===== config.mk =====
export PLATFORM = sky130hd
export DESIGN_NAME = sliding_window_fast_retransmit_sender_core
export DESIGN_NICKNAME = d
export VERILOG_FILES = /design/src/hdl/swfr_pkg.sv /design/src/hdl/swfr_engine.sv /design/src/hdl/sliding_window_fast_retransmit_sender_core.sv
export SDC_FILE = /design/constraint.sdc
export NUM_CORES = 1
export LEC_CHECK = 0
export BUFFER_PORTS_ARGS = -buffer_cell sky130_fd_sc_hd__buf_4
export CORE_MARGIN = 3
export CORE_UTILIZATION = 25
export CTS_CLUSTER_DIAMETER = 100
export DETAILED_ROUTE_END_ITERATION = 12
export SYNTH_ARGS = -nofsm -noshare
export SYNTH_HDL_FRONTEND = slang
export SYNTH_SLANG_ARGS = --single-unit

===== constraint.sdc =====
create_clock -name clk -period 6.4 [get_ports clk]
set_clock_uncertainty 0.15 [all_clocks]
set_input_delay 0.64 -clock clk [delete_from_list [all_inputs] [get_ports clk]]
set_output_delay 0.64 -clock clk [all_outputs]
set_load 0.05 [all_outputs]

===== src/hdl/swfr_pkg.sv =====
// Shared types and constants for the sliding-window fast-retransmit sender.
// Used by swfr_engine and the top level; depends on nothing.
`timescale 1ns / 1ps

package swfr_pkg;

	// Fixed field widths of the event and result words
	localparam int PAYLOAD_W = 64;
	localparam int ID_W      = 3;
	localparam int DUP_W     = 3;

	// Stream word widths; the data words are padded to whole bytes
	localparam int S_TDATA_W = 72;
	localparam int S_TUSER_W = 2;
	localparam int M_TDATA_W = 80;

	// Default configuration
	localparam int WINDOW_DEF       = 4;
	localparam int SEQ_BITS_DEF     = 3;
	localparam int PAYLOAD_BITS_DEF = 64;

	// Duplicate ACK counter values
	localparam logic [DUP_W-1:0] DUP_MAX       = 3'd7;
	localparam logic [DUP_W-1:0] DUP_FAST      = 3'd3;
	localparam logic [DUP_W-1:0] DUP_AFTER_ACK = 3'd1;

	// Event kinds
	typedef enum logic [1:0] {
		FUNC_SEND    = 2'd0,
		FUNC_ACK     = 2'd1,
		FUNC_TIMEOUT = 2'd2
	} func_t;

	typedef struct packed {
		func_t                 func;
		logic [PAYLOAD_W-1:0]  payload;
		logic [ID_W-1:0]       ack_num;
		logic                  ack_checksum_ok;
		logic [ID_W-1:0]       expired_timer_id;
	} event_t;

	typedef struct packed {
		logic                  accepted;
		logic                  pkt_valid;
		logic [ID_W-1:0]       pkt_seq;
		logic [PAYLOAD_W-1:0]  pkt_payload;
		logic                  timer_start;
		logic [ID_W-1:0]       timer_start_id;
		logic                  timer_stop;
		logic [ID_W-1:0]       timer_stop_id;
	} result_t;

endpackage


===== src/hdl/swfr_engine.sv =====
// Sender state, window payload store and per-event decision logic.
// Depends on swfr_pkg; result is combinational from state and the event word.
`timescale 1ns / 1ps

module swfr_engine #(
	parameter int WINDOW       = swfr_pkg::WINDOW_DEF,
	parameter int SEQ_BITS     = swfr_pkg::SEQ_BITS_DEF,
	parameter int PAYLOAD_BITS = swfr_pkg::PAYLOAD_BITS_DEF
) (
	input  logic              clk,
	input  logic              arst_n,
	input  logic              ev_valid,
	input  swfr_pkg::event_t  ev,
	output swfr_pkg::result_t res
);

	localparam int IDX_W = (WINDOW > 1) ? $clog2(WINDOW) : 1;
	localparam int SUM_W = IDX_W + 1;
	// residue lost when a sequence number wraps past 2^SEQ_BITS
	localparam int WRAP_REM = (2 ** SEQ_BITS) % WINDOW;
	localparam logic [SEQ_BITS-1:0] SEQ_MAX = SEQ_BITS'((2 ** SEQ_BITS) - 1);
	localparam logic [SEQ_BITS-1:0] SEQ_ONE = SEQ_BITS'(1);
	localparam logic [IDX_W-1:0]    IDX_LAST = IDX_W'(WINDOW - 1);
	localparam logic [IDX_W-1:0]    IDX_ONE  = IDX_W'(1);
	localparam logic [SUM_W-1:0]    SUM_WIN  = SUM_W'(WINDOW);
	localparam logic [SUM_W-1:0]    SUM_REM  = SUM_W'(WRAP_REM);

	// State
	logic [SEQ_BITS-1:0]     base_q, next_q, timer_q;
	logic [swfr_pkg::DUP_W-1:0] dup_q;
	logic [IDX_W-1:0]        base_idx_q, next_idx_q;
	logic [WINDOW-1:0]       valid_q;
	logic [PAYLOAD_BITS-1:0] mem [WINDOW];
	logic [PAYLOAD_BITS-1:0] oldest_q;

	// Next state
	logic [SEQ_BITS-1:0]     base_d, next_d, timer_d;
	logic [swfr_pkg::DUP_W-1:0] dup_d;
	logic [IDX_W-1:0]        base_idx_d, next_idx_d;
	logic                    wr_en;

	// Decode helpers
	logic [SEQ_BITS-1:0]     ack, fill, adist;
	logic [PAYLOAD_BITS-1:0] pay;
	logic                    win_open, in_win;
	logic [SUM_W-1:0]        t_sum, t_adj, t_red;
	logic [IDX_W-1:0]        ack_idx, ridx;

	assign ack      = SEQ_BITS'(ev.ack_num);
	assign pay      = PAYLOAD_BITS'(ev.payload);
	assign fill     = next_q - base_q;
	assign adist    = ack - base_q;
	assign win_open = 32'(fill) < 32'(WINDOW);
	assign in_win   = 32'(adist) < 32'(WINDOW);

	// Store slot of the ACK number (ack mod WINDOW), from the base slot.
	// Only meaningful when in_win, so adist < WINDOW and t_sum < 2*WINDOW.
	always_comb begin
		t_sum = SUM_W'(base_idx_q) + SUM_W'(adist);
		if (ack < base_q) begin
			// ACK number wrapped past zero
			if (t_sum >= SUM_REM) begin
				t_adj = t_sum - SUM_REM;
			end else begin
				t_adj = t_sum + SUM_WIN - SUM_REM;
			end
		end else begin
			t_adj = t_sum;
		end
		if (t_adj >= SUM_WIN) begin
			t_red = t_adj - SUM_WIN;
		end else begin
			t_red = t_adj;
		end
		ack_idx = IDX_W'(t_red);
	end

	// Event decision and next state
	always_comb begin
		base_d     = base_q;
		next_d     = next_q;
		timer_d    = timer_q;
		dup_d      = dup_q;
		base_idx_d = base_idx_q;
		next_idx_d = next_idx_q;
		wr_en      = 1'b0;
		res        = '0;
		unique case (ev.func)
			swfr_pkg::FUNC_SEND: begin
				if (win_open) begin
					wr_en           = 1'b1;
					res.accepted    = 1'b1;
					res.pkt_valid   = 1'b1;
					res.pkt_seq     = swfr_pkg::ID_W'(next_q);
					res.pkt_payload = swfr_pkg::PAYLOAD_W'(pay);
					if (base_q == next_q) begin
						timer_d            = base_q;
						res.timer_start    = 1'b1;
						res.timer_start_id = swfr_pkg::ID_W'(base_q);
					end
					next_d = next_q + SEQ_ONE;
					if (next_q == SEQ_MAX || next_idx_q == IDX_LAST) begin
						next_idx_d = '0;
					end else begin
						next_idx_d = next_idx_q + IDX_ONE;
					end
				end
			end
			swfr_pkg::FUNC_ACK: begin
				if (ev.ack_checksum_ok) begin
					if (in_win) begin
						dup_d  = swfr_pkg::DUP_AFTER_ACK;
						base_d = ack + SEQ_ONE;
						if (ack == SEQ_MAX || ack_idx == IDX_LAST) begin
							base_idx_d = '0;
						end else begin
							base_idx_d = ack_idx + IDX_ONE;
						end
						if (base_d == next_q) begin
							res.timer_stop    = 1'b1;
							res.timer_stop_id = swfr_pkg::ID_W'(timer_q);
						end
					end else if (dup_q < swfr_pkg::DUP_MAX) begin
						dup_d = dup_q + swfr_pkg::DUP_W'(1);
						// duplicate count reaching DUP_FAST: fast retransmit of the oldest word
						if (dup_d == swfr_pkg::DUP_FAST) begin
							res.pkt_valid   = 1'b1;
							res.pkt_seq     = swfr_pkg::ID_W'(base_q);
							res.pkt_payload = swfr_pkg::PAYLOAD_W'(oldest_q);
						end
					end
				end
			end
			swfr_pkg::FUNC_TIMEOUT: begin
				res.pkt_valid      = 1'b1;
				res.pkt_seq        = swfr_pkg::ID_W'(base_q);
				res.pkt_payload    = swfr_pkg::PAYLOAD_W'(oldest_q);
				timer_d            = base_q;
				res.timer_stop     = 1'b1;
				res.timer_stop_id  = ev.expired_timer_id;
				res.timer_start    = 1'b1;
				res.timer_start_id = swfr_pkg::ID_W'(base_q);
			end
			default: begin
			end
		endcase
	end

	// Slot of the oldest outstanding payload after this edge
	assign ridx = ev_valid ? base_idx_d : base_idx_q;

	// Sequence state
	always_ff @(posedge clk or negedge arst_n) begin
		if (!arst_n) begin
			base_q     <= '0;
			next_q     <= '0;
			timer_q    <= '0;
			dup_q      <= '0;
			base_idx_q <= '0;
			next_idx_q <= '0;
		end else if (ev_valid) begin
			base_q     <= base_d;
			next_q     <= next_d;
			timer_q    <= timer_d;
			dup_q      <= dup_d;
			base_idx_q <= base_idx_d;
			next_idx_q <= next_idx_d;
		end
	end

	// Slot valid bits; an unwritten slot reads as zero
	always_ff @(posedge clk or negedge arst_n) begin
		if (!arst_n) begin
			valid_q <= '0;
		end else if (ev_valid && wr_en) begin
			valid_q[next_idx_q] <= 1'b1;
		end
	end

	// Payload store write port
	always_ff @(posedge clk) begin
		if (ev_valid && wr_en) begin
			mem[next_idx_q] <= pay;
		end
	end

	// Registered read of the oldest slot, with bypass of a same-cycle write
	always_ff @(posedge clk or negedge arst_n) begin
		if (!arst_n) begin
			oldest_q <= '0;
		end else if (ev_valid && wr_en && next_idx_q == ridx) begin
			oldest_q <= pay;
		end else if (valid_q[ridx]) begin
			oldest_q <= mem[ridx];
		end else begin
			oldest_q <= '0;
		end
	end

`ifndef SYNTHESIS
	a_idx_range: assert property (@(posedge clk) disable iff (!arst_n)
		(32'(base_idx_q) < 32'(WINDOW)) && (32'(next_idx_q) < 32'(WINDOW)))
		else $error("store slot index out of range");

	a_send_adv: assert property (@(posedge clk) disable iff (!arst_n)
		(ev_valid && res.accepted) |=> (next_q == $past(next_q) + SEQ_ONE))
		else $error("accepted send did not advance next sequence");

	a_accept_pkt: assert property (@(posedge clk) disable iff (!arst_n)
		(ev_valid && res.accepted) |-> (res.pkt_valid && ev.func == swfr_pkg::FUNC_SEND))
		else $error("accepted flag without an emitted send");

	a_dup_reset: assert property (@(posedge clk) disable iff (!arst_n)
		(ev_valid && ev.func == swfr_pkg::FUNC_ACK && ev.ack_checksum_ok && in_win)
		|=> (dup_q == swfr_pkg::DUP_AFTER_ACK))
		else $error("in-window ACK did not reset duplicate count");
`endif

endmodule


===== src/hdl/sliding_window_fast_retransmit_sender_core.sv =====
// Each result word is registered when its event word is taken, into the output register or the skid entry.
// Throughput: one event word per cycle; a two-entry output buffer keeps s_tready high
// while one finished result waits, so the input stalls only when both entries are full.
// Reset (arst_n low) clears sequence state, duplicate count and store valid bits at once;
// an unwritten store slot reads as zero and no clearing pass is needed.
// Top level of the sender; depends on swfr_pkg and swfr_engine.
`timescale 1ns / 1ps

module sliding_window_fast_retransmit_sender_core #(
	parameter int WINDOW       = swfr_pkg::WINDOW_DEF,
	parameter int SEQ_BITS     = swfr_pkg::SEQ_BITS_DEF,
	parameter int PAYLOAD_BITS = swfr_pkg::PAYLOAD_BITS_DEF
) (
	input  logic                           clk,
	input  logic                           arst_n,
	input  logic                           s_tvalid,
	output logic                           s_tready,
	// payload[63:0], ack_num[66:64], ack_checksum_ok[67], expired_timer_id[70:68], zero[71]
	input  logic [swfr_pkg::S_TDATA_W-1:0] s_tdata,
	// func[1:0]
	input  logic [swfr_pkg::S_TUSER_W-1:0] s_tuser,
	output logic                           m_tvalid,
	input  logic                           m_tready,
	// accepted[0], pkt_valid[1], pkt_seq[4:2], pkt_payload[68:5], timer_start[69],
	// timer_start_id[72:70], timer_stop[73], timer_stop_id[76:74], zero[79:77]
	output logic [swfr_pkg::M_TDATA_W-1:0] m_tdata
);

	swfr_pkg::event_t  ev;
	swfr_pkg::result_t res;
	swfr_pkg::result_t out_q, skid_q;
	logic              out_v_q, skid_v_q;
	logic              push, pop;

	// Unpack the event word
	always_comb begin
		ev.func             = swfr_pkg::func_t'(s_tuser);
		ev.payload          = s_tdata[63:0];
		ev.ack_num          = s_tdata[66:64];
		ev.ack_checksum_ok  = s_tdata[67];
		ev.expired_timer_id = s_tdata[70:68];
	end

	assign s_tready = !skid_v_q;
	assign push     = s_tvalid && s_tready;
	assign pop      = out_v_q && m_tready;

	swfr_engine #(
		.WINDOW      (WINDOW),
		.SEQ_BITS    (SEQ_BITS),
		.PAYLOAD_BITS(PAYLOAD_BITS)
	) u_engine (
		.clk     (clk),
		.arst_n  (arst_n),
		.ev_valid(push),
		.ev      (ev),
		.res     (res)
	);

	// Output buffer control: main register plus skid entry
	always_ff @(posedge clk or negedge arst_n) begin
		if (!arst_n) begin
			out_v_q  <= 1'b0;
			skid_v_q <= 1'b0;
		end else if (pop || !out_v_q) begin
			if (skid_v_q) begin
				out_v_q  <= 1'b1;
				skid_v_q <= 1'b0;
			end else begin
				out_v_q <= push;
			end
		end else if (push) begin
			skid_v_q <= 1'b1;
		end
	end

	// Output buffer data
	always_ff @(posedge clk) begin
		if (pop || !out_v_q) begin
			if (skid_v_q) begin
				out_q <= skid_q;
			end else if (push) begin
				out_q <= res;
			end
		end else if (push) begin
			skid_q <= res;
		end
	end

	// Pack the result word
	assign m_tvalid = out_v_q;
	always_comb begin
		m_tdata        = '0;
		m_tdata[0]     = out_q.accepted;
		m_tdata[1]     = out_q.pkt_valid;
		m_tdata[4:2]   = out_q.pkt_seq;
		m_tdata[68:5]  = out_q.pkt_payload;
		m_tdata[69]    = out_q.timer_start;
		m_tdata[72:70] = out_q.timer_start_id;
		m_tdata[73]    = out_q.timer_stop;
		m_tdata[76:74] = out_q.timer_stop_id;
	end

endmodule


==> results, run 1 <==
- The worst setup path is launched from a flip-flop.
- Setup total negative slack on the finished layout was measured at 0 ns.
- Yosys mapped a number of flops with a built-in enable equal to 410.
- The average detailed-routed wire length per instance is 23.0 um.
- Traced cell by cell, the critical path runs through ha_4 -> ha_1 -> nor2b_4 -> buf_4 -> nand2_1 -> a21oi_1 -> a2bb2oi_4 -> buf_4 -> a21oi_1 -> mux2_1.
- The predominant post-synthesis flop cell is sky130_fd_sc_hd__edfxtp_1.
- A synthesized cell averages 15.6 um2.
- In the routed layout, each cell is associated on average with a via count of 4.89.
- The synthesized netlist contains 46 unique library cells.
- The analysis attributes to cell leakage a power of 9.57 nW.
- Across the run, the number of max-cap violations was 0.
- The clock passes through at most 3 buffers.
- The cell at the root of the clock tree is sky130_fd_sc_hd__clkbuf_16.
- The area added between synthesis and finish is 19.8%.
- The register area is 14500 um2.
- Setup violations remaining at the end of the flow were counted as 0.
- The pin count of the biggest net entering global routing is 70.
- The relative slew slack is 21.5%.
- After legalization and detailed placement, the total HPWL measured 32800 um.
- The share of async-settable or async-resettable flops after synthesis is 17.3%.
- The die is 303 um wide.
- Summed over all layers, the routed wires come to 63200 um.
- For this run, the slowest stage of the critical path takes 0.95 ns.
- The count of nets left with antenna violations once routing finished came out at 0.
- TritonCTS built the clock tree.
- The number of hold buffers added after CTS was 1.
- The required time of the worst setup path is 6.75 ns.
- The minimum period implied by the final worst setup slack is 4.83 ns.
- For the worst-skew pair, the clock arrives at the later sink with an insertion delay of 0.62 ns.
- The library cell with the largest summed area after synthesis is sky130_fd_sc_hd__edfxtp_1.
- The worst-case IR drop observed on VDD is 750 uV.
- The die covers 91800 um2.
- Of all nets on the critical path, the largest fanout is 64.
- The instance area at placement is 24500 um2.
- The final number of hold-violating endpoints is 0.
- The logic depth of the worst register-to-register path is 10.
- The proportion of layout cells with a drive suffix above 1 is 27.5%.
- Once the floorplan was initialized, standard cells occupied 25.3% of the core.
- In this run the register-to-register setup slack is 1.57 ns.
- The cell row count is 108.
- The end of the worst register-to-register path is u_engine.oldest_q[32].
- The cell at the slowest stage of the critical path is sky130_fd_sc_hd__ha_4.
- Of the available clock period, the critical path in the final layout requires 75.4%.
- The critical path ends at u_engine.oldest_q[32].
- For this design the top-level I/O count stands at 160.
- The number of warning messages in the yosys log is 0.
- In this run the worst setup path begins at u_engine.base_idx_q[0].
- The number of buffers inserted to repair setup after CTS is 0.
- The clock tree synthesis step divided the H-tree into 2 levels.
- Gates resized during post-CTS repair numbered 0.
- The transition time at the pin with the least slew margin is 1.18 ns.
- The capturing element type of the critical path is a flip-flop.
- Based on the critical path, the design can be clocked at up to 207 MHz.
- The initial antenna violation count was 3.
- Global routing finished with a remaining overflow of 0.
- Setup repair after global routing left no endpoint under its margin.
- By area the synthesized netlist is led by sky130_fd_sc_hd__edfxtp_1 (56%), sky130_fd_sc_hd__dfrtp_1 (9.8%), sky130_fd_sc_hd__mux4_2 (6.6%), sky130_fd_sc_hd__mux2_2 (4.1%), sky130_fd_sc_hd__mux2_1 (3.1%).
- The count of clock tree sinks is 496.
- The final RePlAce weighted congestion is 0.685.
- For this block, the initial DRC count from the detailed router was 860.
- Summing all multi-input logic gate instances after layout gives 7180 um2.
- Summing the sequential cell areas from Yosys gives 65.6% of the chip area.
- For this design the ratio of total power to cell area is 495 nW/um2.
- The class of the tightest hold or removal check is input port to flip-flop.
- In the synthesized netlist, the number of instances is 1415.
- The final instance area is 26400 um2.
- The overall routing resource usage is 13.6%.
- Counting the buffers created by CTS gives 57.
- The first global-routing pass estimated 93600 um of wire.
- The count of vias placed by the detailed router is 13400.
- The mapped netlist covers 22100 um2.
- The filler cell count is 8582.
- The net total in the final layout is 1643.
- The count of input and output buffers is 155.
- The worst register-to-register path begins at u_engine.base_idx_q[0].
- The number of global-route vias before repair was 14400.
- The final routed DRC violation total is 0.
- The area share of the largest cell type after synthesis is 55.8%.
- Synthesis inferred 496 register bits.
- The data arrival time at the worst-slack endpoint is 5.17 ns.
- The final max-slew violation count is 0.
- The die is 303 um tall.
- The run finished with clean final reports.
- After clock tree synthesis, the clock-pin slew on the worst setup and hold paths is 0.06 ns.
- The iteration count of the initial detailed-routing pass is 5.
- The total area inside the core boundary comes to 87200 um2.
- The critical setup path kind is flip-flop to flip-flop.
==> logic make-up (layout without fill, tap and decap cells) <==
| kind of cell | after synthesis | count (layout) | synth area share [%] |
|---|---|---|---|
| DFF | 496 | 496 | 65.6 |
| AOI/OAI and AO/OA | 288 | 288 | 9.68 |
| muxes | 273 | 273 | 16.9 |
| and+or+nand+nor | 197 | 197 | 3.71 |
| buffers and inverters | 130 | 304 | 2.50 |
| adders and majority gates | 20 | 20 | 1.17 |
| xor gates and xnor gates | 10 | 10 | 0.465 |
| other | 1 | 5 | 0.0170 |
==> metrics by stage <==
stage	power, W	utilization (%)	hold slack, ns	cells	worst slack, ns
after floorplan	0.00791	-	0.194	1417	1.68
after global placement	0.00976	28.1	0.320	2640	1.30
after detailed placement	0.00985	28.1	0.341	2640	1.28
after CTS	0.0132	30.3	0.0471	2746	1.53
after global routing	0.0137	30.3	0.0532	2747	1.41
final	0.0131	30.3	0.0964	2748	1.57
==> cells in the final DEF, fill, tap and decap left out, types with 4 or more instances in the layout <==
cell type                   synthesis  layout
sky130_fd_sc_hd__a21oi_1           71      70
sky130_fd_sc_hd__a22oi_1           67      67
sky130_fd_sc_hd__a2bb2oi_1         65      65
sky130_fd_sc_hd__and2_4             0       4
sky130_fd_sc_hd__buf_4              4     181
sky130_fd_sc_hd__bufinv_16          0       6
sky130_fd_sc_hd__clkbuf_1          86      17
sky130_fd_sc_hd__clkbuf_16          0      57
sky130_fd_sc_hd__clkbuf_8           0       5
sky130_fd_sc_hd__clkinv_1           0       5
sky130_fd_sc_hd__clkinv_2           0       5
sky130_fd_sc_hd__dfrtp_1           86      84
sky130_fd_sc_hd__edfxtp_1         410     410
sky130_fd_sc_hd__ha_1              19      16
sky130_fd_sc_hd__inv_1             17      16
sky130_fd_sc_hd__inv_6              0       4
sky130_fd_sc_hd__mux2_1            60      60
sky130_fd_sc_hd__mux2_2            81      81
sky130_fd_sc_hd__mux2i_1           66      66
sky130_fd_sc_hd__mux4_2            65      65
sky130_fd_sc_hd__nand2_1           88      88
sky130_fd_sc_hd__nor2_1            82      81
sky130_fd_sc_hd__o21ai_0            7       7
sky130_fd_sc_hd__o221ai_1          64      64
sky130_fd_sc_hd__o31ai_1            4       4
sky130_fd_sc_hd__or2_2              5       4
sky130_fd_sc_hd__xnor2_1            7       7
==> per-layer routing <==
layer / global-route usage, % / vias up / part of all wire, %
met5: 0 / - / 0
met4: 4.26 / 0 / 2.6
met3: 2.40 / 95 / 6.3
met2: 21.8 / 462 / 47
met1: 18.6 / 7024 / 44
li1: - / 5856 / -
==> layout make-up <==
cell class,count,area share (%)
Sequential cell,496,54.8
Multi-Input combinational cell,791,27.2
Clock buffer,79,5.90
Tap cell,1155,5.47
Timing Repair Buffer,182,5.18
Clock inverter,26,1.26
Inverter,17,0.251
Antenna cell,2,0.0189
==> how the worst min path moves through the flow <==
| stage | start | depth (start not counted) | slack (ns) | to |
|---|---|---|---|---|
| 3_5_place_dp | u_engine.valid_q[3] | 1 | 0.34 | u_engine.valid_q[3] |
| 2_1_floorplan | arst_n | 0 | 0.19 | m_tvalid |
| 3_3_place_gp | u_engine.valid_q[3] | 1 | 0.32 | u_engine.valid_q[3] |
| 5_1_grt | s_tdata[17] | 1 | 0.05 | u_engine.mem[3][17] |
| 6_report | s_tdata[17] | 1 | 0.1 | u_engine.mem[3][17] |
| 4_1_cts | s_tdata[42] | 1 | 0.05 | u_engine.mem[0][42] |
==> Yosys cell counts, types with 2 or more instances <==
cell type                   count
sky130_fd_sc_hd__edfxtp_1     410
sky130_fd_sc_hd__nand2_1       88
sky130_fd_sc_hd__clkbuf_1      86
sky130_fd_sc_hd__dfrtp_1       86
sky130_fd_sc_hd__nor2_1        82
sky130_fd_sc_hd__mux2_2        81
sky130_fd_sc_hd__a21oi_1       71
sky130_fd_sc_hd__a22oi_1       67
sky130_fd_sc_hd__mux2i_1       66
sky130_fd_sc_hd__a2bb2oi_1     65
sky130_fd_sc_hd__mux4_2        65
sky130_fd_sc_hd__o221ai_1      64
sky130_fd_sc_hd__mux2_1        60
sky130_fd_sc_hd__ha_1          19
sky130_fd_sc_hd__inv_1         17
sky130_fd_sc_hd__buf_1         15
sky130_fd_sc_hd__o21ai_0        7
sky130_fd_sc_hd__xnor2_1        7
sky130_fd_sc_hd__buf_6          6
sky130_fd_sc_hd__and2_1         5
sky130_fd_sc_hd__or2_2          5
sky130_fd_sc_hd__buf_4          4
sky130_fd_sc_hd__o31ai_1        4
sky130_fd_sc_hd__a21boi_0       3
sky130_fd_sc_hd__nand2b_1       3
sky130_fd_sc_hd__nor2b_1        3
sky130_fd_sc_hd__buf_2          2
sky130_fd_sc_hd__nand3_1        2
sky130_fd_sc_hd__nand4_1        2
sky130_fd_sc_hd__o21a_1         2
sky130_fd_sc_hd__or3_1          2
sky130_fd_sc_hd__xor2_1         2
==> critical path, delay by kind of cell, from the launching register on <==
kind / cells / cell delay (ns)
flops: 1 / 0.76
compound gates: 3 / 0.61
buf+inv: 2 / 1.37
mux: 1 / 0.35
simple gates: 2 / 0.28
fa+ha+maj: 2 / 1.19
==> where the power goes <==
part | switching [W] | leakage [nW] | internal, W
logic | 0.00344 | 3.76 | 0.00207
registers | 0.000290 | 4.90 | 0.00397
clock network | 0.00134 | 0.915 | 0.00196
==> flip-flops by register name, summed over array words and instances (netlist names) <==
signal / cells
u_engine.oldest_q: 64
u_engine.next_q: 3
u_engine.valid_q: 4
u_engine.mem: 256
u_engine.base_idx_q: 2
m_tdata: 77
skid_v_q: 1
u_engine.next_idx_q: 2
skid_q: 77
u_engine.dup_q: 3
u_engine.timer_q: 3
m_tvalid: 1
u_engine.base_q: 3
Note: power is estimated with default switching activity, not from simulation.
==> run 2: changes to the inputs <==
Clock period 6.4 ns to 3.95 ns, I/O delays scaled along.
==> run 2 against run 1 <==
Die area unchanged; utilization increased by 1.1 points; worst setup slack got worse by 1.4 ns; flip-flop and latch count unchanged; global-route usage decreased by 0.082 points; critical path depth increased by 6; clock-buffer cell count decreased by 12; hold slack got worse by 0.029 ns; clock power increased by 56%; critical endpoint is now u_engine.oldest_q[37]; largest cell class unchanged; largest power group unchanged; highest routed layer is now met5.
==> results, run 2 (synthesized netlist as in run 1, its figures left out) <==
- The run finished with clean final reports.
- At the pin with the least slew margin, the transition time is 0.906 ns.
- Of all nets on the critical path, the largest fanout is 25.
- For the final routed database, the setup TNS stands at 0 ns.
- The top cell types in the final layout, fill and taps aside, are sky130_fd_sc_hd__edfxtp_1 (410), sky130_fd_sc_hd__buf_4 (184), sky130_fd_sc_hd__nand2_1 (88), sky130_fd_sc_hd__dfrtp_1 (84).
- For this block, the initial DRC count from the detailed router was 913.
- The source-to-sink clock delay at the later pin of the worst-skew pair is 0.59 ns.
- The congestion estimate from routability-driven global placement came to 0.698.
- The number of routed nets with antenna violations is 0.
- The I/O pin total is 160.
- The floorplan step set the die width to 303 um.
- The number of vias per cell after detailed routing is 4.83.
- The static leakage power is 9.98 nW.
- Fill cells in the final layout number 8556.
- The core region is 87200 um2.
- The number of max-cap violations is 0.
- The final-report setup violation count is 0.
- Port buffering added 155 buffers.
- The starting density of the core is 25.3%.
- The clock passes through at most 3 buffers.
- The area added between synthesis and finish is 24.0%.
- The count of clock tree sinks is 496.
- The first global-routing pass estimated 93600 um of wire.
- The initial antenna violation count is 3.
- Counting I/O delays and the setup requirement, the final critical path takes 3.74 ns.
- The die height is 303 um.
- The number of global-route vias before repair is 14700.
- The post-route clock period utilization is 94.8%.
- The final number of hold-violating endpoints is 0.
- The clock tree synthesis step divided the H-tree into 2 levels.
- The capturing element type of the critical path is a flip-flop.
- Once detailed placement completed, the half-perimeter wirelength came to 35200 um.
- Across every metal layer, demand over resource in global routing totals 13.5%.
- Leaving out fill and tap cells, the most frequent cell in the layout is sky130_fd_sc_hd__edfxtp_1.
- The average detailed-routed wire length per instance is 22.2 um.
- The class of the tightest hold or removal check is input port to flip-flop.
- Measured against its own limit, the worst slew margin works out to 39.6%.
- The count of vias placed by the detailed router is 13600.
- Derived from the worst setup path, the maximum achievable clock frequency is 267 MHz.
- Wires add up to 62900 um.
- Clock tree synthesis inserted a total of 53 buffers.
- The register with the most flip-flops in the final layout is u_engine.mem.
- The final max-slew violation count is 0.
- The worst hold margin is 0.0672 ns.
- The final routed DRC violation total is 0.
- The first detailed-routing pass took 5 iterations.
- The floorplan has 108 rows.
- The floorplan step defined a die boundary enclosing 91800 um2.
- The critical setup path kind is input port to flip-flop.
- The register with the most flip-flops in the layout has 256 of them.
- STA classifies the critical path startpoint as an input port.
- The total power per unit cell area is 777 nW/um2.
- Once placement completed, the tool counted placed cells totaling 2657.
- Data on the critical path is required at its endpoint by 4.26 ns.
- The proportion of layout cells with a drive suffix above 1 is 27.3%.
- TritonCTS built the clock tree.
- Setup repair after global routing left no endpoint under its margin.
- The worst-case IR drop observed on VDD is 1480 uV.
- The net count of the finished layout is 1726.
- The data arrival time at the worst-slack endpoint is 4.06 ns.
- The clock-pin slew on the worst setup and hold paths is 0.06 ns.
- The pin count of the biggest net entering global routing is 72.
- The cell at the root of the clock tree is sky130_fd_sc_hd__clkbuf_16.
- After the flow finishes, the layout carries non-filler instances totaling 2827.
- Global routing finished with a remaining overflow of 0.
## run 2: changes by cell type in the layout (fill, tap and decap cells not counted), moves of 2 or more
cell	previous run	this run
sky130_fd_sc_hd__buf_12	0	15
sky130_fd_sc_hd__buf_4	181	184
sky130_fd_sc_hd__clkbuf_1	17	9
sky130_fd_sc_hd__clkbuf_16	57	55
sky130_fd_sc_hd__clkinv_1	5	7
sky130_fd_sc_hd__clkinv_2	5	10
sky130_fd_sc_hd__clkinv_4	0	2
sky130_fd_sc_hd__clkinv_8	0	2
sky130_fd_sc_hd__dlygate4sd3_1	1	68
sky130_fd_sc_hd__inv_16	2	0
sky130_fd_sc_hd__inv_6	4	0
## run 2: area by class of cell
class / instances / area [um2] / area share (%)
repair buffers: 269 / 2400 / 8.77
diodes: 1 / 2.50 / 0.00915
clock buffers: 67 / 1440 / 5.26
well taps: 1155 / 1450 / 5.28
flip-flops and latches: 496 / 14500 / 52.9
inverters: 17 / 66.3 / 0.242
multi-input cells: 791 / 7180 / 26.2
clock inverters: 31 / 359 / 1.31
## run 2: worst max-delay path, cell delays in order
cell and delay (ns):
sky130_fd_sc_hd__dlygate4sd3_1 0.56, sky130_fd_sc_hd__buf_4 0.16, sky130_fd_sc_hd__inv_1 0.08, sky130_fd_sc_hd__ha_1 0.14, sky130_fd_sc_hd__inv_1 0.05, sky130_fd_sc_hd__fa_1 0.48
sky130_fd_sc_hd__xnor2_1 0.20, sky130_fd_sc_hd__xnor2_1 0.15, sky130_fd_sc_hd__ha_1 0.26, sky130_fd_sc_hd__nor2b_4 0.15, sky130_fd_sc_hd__or3_1 0.30, sky130_fd_sc_hd__a21oi_1 0.23
sky130_fd_sc_hd__a2bb2oi_4 0.29, sky130_fd_sc_hd__buf_12 0.23, sky130_fd_sc_hd__a21oi_1 0.08, sky130_fd_sc_hd__mux2_1 0.28
## run 2: through the flow
step / utilization, % / area, um2 / setup WS, ns / power (W)
floorplan: - / 22100 / 0.173 / 0.0128
global placement: 28.5 / 24800 / 0.142 / 0.0161
detailed placement: 28.5 / 24800 / 0.218 / 0.0162
CTS: 31.4 / 27300 / 0.206 / 0.0215
global route: 31.4 / 27400 / 0.0146 / 0.0224
finish: 31.4 / 27400 / 0.207 / 0.0213
## run 2: worst paths after layout
kind                                         end                start  cells after the start  slack, ns
min                           u_engine.base_q[1]          s_tdata[65]                      4       0.07
min in group asynchronous               m_tvalid               arst_n                      2       0.27
min reg2reg                  u_engine.valid_q[3]  u_engine.valid_q[3]                      1       0.34
max in group asynchronous  u_engine.oldest_q[51]               arst_n                      3       2.41
max                        u_engine.oldest_q[37]          s_tdata[64]                     16       0.21
max reg2reg                u_engine.oldest_q[37]   u_engine.base_q[0]                     13       0.39
## run 2: repair_timing
item                                    CTS  global route
resized for setup                         0             1
endpoints found under the hold margin   365             0
setup buffers                             0             2
hold buffers                             68             0
endpoints found under the setup margin    0            21
## run 2: routing by layer
layer  part of all wire [%]  GRT usage (%)  vias up
met4                    2.1           3.85        4
li1                       -              -     6026
met5                  0.033              0        -
met2                     48           22.5      426
met1                     44           18.0     7100
met3                    5.7           2.35       93
## run 2: where the power goes
| part | internal (W) | switching [W] | total, W | leakage [nW] |
|---|---|---|---|---|
| combinational | 0.00370 | 0.00572 | 0.00942 | 4.20 |
| clock | 0.00304 | 0.00209 | 0.00514 | 0.876 |
| sequential | 0.00643 | 0.000281 | 0.00671 | 4.90 |
| total | 0.0132 | 0.00810 | 0.0213 | 9.98 |
==> run 3: changes to the inputs <==
Settings changed: CELL_PAD_IN_SITES_DETAIL_PLACEMENT set to 1, CELL_PAD_IN_SITES_GLOBAL_PLACEMENT set to 2, PLACE_DENSITY_LB_ADDON set to 0.1.
==> run 3 against run 2 <==
Non-clock buffer count increased by 15; utilization increased by 0.50 points; power increased by 5.0%; largest cell class unchanged; wire length increased by 18%; global-route usage increased by 2.5 points; worst setup slack improved by 0.0035 ns; sequential share of layout area decreased by 0.83 points; fmax about the same; first-iteration DRC count decreased by 28%; final area increased by 1.6%; clock-buffer cell count increased by 2; hold slack got worse by 0.013 ns.
==> results, run 3 (synthesized netlist as in run 1, its figures left out) <==
- The clock-pin slew on the worst setup and hold paths is 0.06 ns.
- The final max-slew violation count is 0.
- The dominant delay contributor by cell family on the critical path is buffers and inverters.
- The worst vdd rail ir drop is 1230 uV.
- The transition time at the pin with the least slew margin is 0.947 ns.
- The proportion of layout cells with a drive suffix above 1 is 28.3%.
- At the placement stage, the worst setup path has a slack of 0.107 ns.
- The aggregate global routing overflow is 0.
- The required time of the worst setup path is 4.30 ns.
- The startpoint identified for the worst hold timing path is s_tdata[66].
- The number of vias per cell after detailed routing is 4.81.
- The class of the tightest hold or removal check is input port to flip-flop.
- In this run the critical register-to-register path is launched from u_engine.base_q[0].
- The number of routed nets with antenna violations is 0.
- Counting every sink on the clock net gives 496.
- The sum of buffers and inverters on the critical path is 6.
- The least setup slack across all paths after layout is 0.211 ns.
- The register area is 14500 um2.
- The clock tree from TritonCTS is done.
- The library cells used most frequently in the layout, excluding fill and tap cells, are sky130_fd_sc_hd__edfxtp_1 (410), sky130_fd_sc_hd__buf_4 (190), sky130_fd_sc_hd__nand2_1 (88), sky130_fd_sc_hd__dfrtp_1 (84).
- 160 I/O pins were placed.
- The floorplan die width is 303 um.
- The number of max-cap violations is 0.
- The capturing element type of the critical path is a flip-flop.
- The worst hold margin is 0.0545 ns.
- The count of vias placed by the detailed router is 13700.
- The multi-input combinational cells in the finished layout cover a total of 7190 um2.
- The post-route clock period utilization is 94.7%.
- Net switching is 39.2% of the power.
- The finished layout holds 2855 standard cells, fillers aside.
- The worst pin sits at a relative slew slack of 36.8%.
- The delay contributed by the slowest stage of the critical path is 0.56 ns.
- After routing, the total negative slack on setup checks comes to 0 ns.
- In this run the worst setup path begins at s_tdata[64].
- The flow ran to the end, and the final reports show no timing, DRC or antenna violations.
- For the worst flop-to-flop path, the logic depth is 14.
- The end of the worst register-to-register path is u_engine.oldest_q[35].
- Row generation in the floorplan step produced 108 rows.
- The final number of hold-violating endpoints was 0.
- The commonest non-fill, non-tap cell in the layout is sky130_fd_sc_hd__edfxtp_1.
- The switching power of the nets is 0.00874 W.
- The critical setup path kind is input port to flip-flop.
- The register with the most flip-flops in the final layout is u_engine.mem.
- Input and output buffers added on the ports amount to 155.
- The pin count of the biggest net entering global routing is 78.
- The congestion estimate from routability-driven global placement came to 0.683.
- Combinational logic burns 44.5% of the power.
- Traced cell by cell, the critical path runs through dlygate4sd3_1 -> buf_4 -> inv_1 -> ha_1 -> inv_1 -> fa_1 -> xnor2_2 -> xnor2_1 -> ha_1 -> nor2b_4 -> or3_1 -> a21oi_2 -> a2bb2oi_4 -> buf_12 -> buf_12 -> a21oi_1 -> mux2_1.
- For this configuration, the core starts out at a cell density of 25.3%.
- The die footprint is 91800 um2.
- The clock passes through at most 3 buffers.
- The net total in the final layout is 1747.
- For flop-to-flop paths, the worst setup slack is 0.38 ns.
- STA puts the critical path data arrival time at 4.09 ns.
- The minimum period implied by the final worst setup slack is 3.74 ns.
- The die is 303 um tall.
- STA classifies the critical path startpoint as an input port.
- Counting instances, the worst hold path has a depth of 4.
- The internal power of the cells totals 0.0136 W.
- TritonCTS created 59 clock buffers.
- The DRC violation total after the first TritonRoute iteration is 654.
- The clock network burns 25.4% of the power.
- Clock tree synthesis selected as its root buffer the cell sky130_fd_sc_hd__clkbuf_16.
- Including well taps, the total number of placed cells is 2671.
- Power spread over the standard cell area amounts to 803 nW/um2.
- The number of global-route vias before repair is 15300.
- The highest fanout seen on the critical path is 20.
- The initial antenna violation count was 5.
- The cell at the slowest stage of the critical path is sky130_fd_sc_hd__dlygate4sd3_1.
- After detailed routing, the average wire length per cell comes to 25.9 um.
- The area growth from synthesis to layout is 26.0%.
- The final-report setup violation count is 0.
- The iteration count of the initial detailed-routing pass is 5.
- Setup repair after global routing left no endpoint under its margin.
- CTS built an H-tree with a depth of 2.
- The core region is 87200 um2.
- The first global-routing pass estimated 108000 um of wire.
- Global routing used 16.0% of the available tracks.
- The final routed DRC violation total is 0.
- At the later pin of the worst-skew pair, clock insertion delay measures 0.63 ns.
- Registers are responsible for 30.0% of the overall power.
- The end point of the worst hold path is u_engine.base_q[2].
- After layout, the design draws a total of 0.0223 W.
- After filler insertion, the fill cell instance count of the layout stands at 9028.
- The total half-perimeter wirelength after legalization and detailed placement is 39300 um.
- The register with the most flip-flops in the layout has 256 of them.
- For this run, the top clock speed supported by timing is 267 MHz.
- The overall routed net length is 73900 um.
- Summed over all cells, the static leakage comes to 10.2 nW.
## run 3: area by class of cell
class,instances,area share [%]
inverter,17,0.239
antenna,1,0.00900
clock inverter,42,1.62
multi-input combinational,791,25.9
timing repair buffer,284,9.49
clock buffer,69,5.52
tap,1155,5.20
sequential,496,52.1
## run 3: tightest hold or removal path: stages
cell and delay, ns:
sky130_fd_sc_hd__buf_4 0.12, sky130_fd_sc_hd__ha_4 0.15, sky130_fd_sc_hd__nand2_1 0.06, sky130_fd_sc_hd__o21ai_0 0.06
## run 3: power by group through the flow
stage	Sequential, W	Clock, W	Combinational, W
after CTS	0.00672	0.00591	0.00997
after global routing	0.00677	0.00612	0.0108
after global placement	0.00681	0	0.00982
after detailed placement	0.00682	0	0.00990
after floorplan	0.00713	0	0.00568
final	0.00671	0.00568	0.00995
## run 3: worst max path at each step
stage / slack, ns / depth (start not counted) / endpoint
final: 0.21 / 17 / u_engine.oldest_q[35]
after CTS: 0.15 / 16 / u_engine.oldest_q[8]
after floorplan: 0.17 / 7 / u_engine.mem[2][0]
after detailed placement: 0.11 / 15 / u_engine.oldest_q[22]
after global routing: 0.02 / 17 / u_engine.oldest_q[24]
after global placement: 0.07 / 16 / u_engine.oldest_q[29]
## run 3: timing repair
action	in CTS	in global routing
hold buffers	67	0
endpoints found under the hold margin	369	0
gates resized for setup	0	8
setup buffers	0	3
endpoints found under the setup margin	0	64
## run 3: metal layers
layer	wire, um	track usage [%]	up-vias	share of wire [%]
met1	33800	21.5	7275	46
met3	3060	2.71	100	4.1
met5	44	0	-	0.060
met2	35500	27.0	275	48
li1	-	-	6085	-
met4	1430	3.62	8	1.9
## run 3: through the flow
stage,instance area (um2),utilization [%]
finish,27800,31.9
global route,27800,31.9
CTS,27700,31.8
detailed placement,25000,28.7
global placement,25000,28.7
floorplan,22100,-
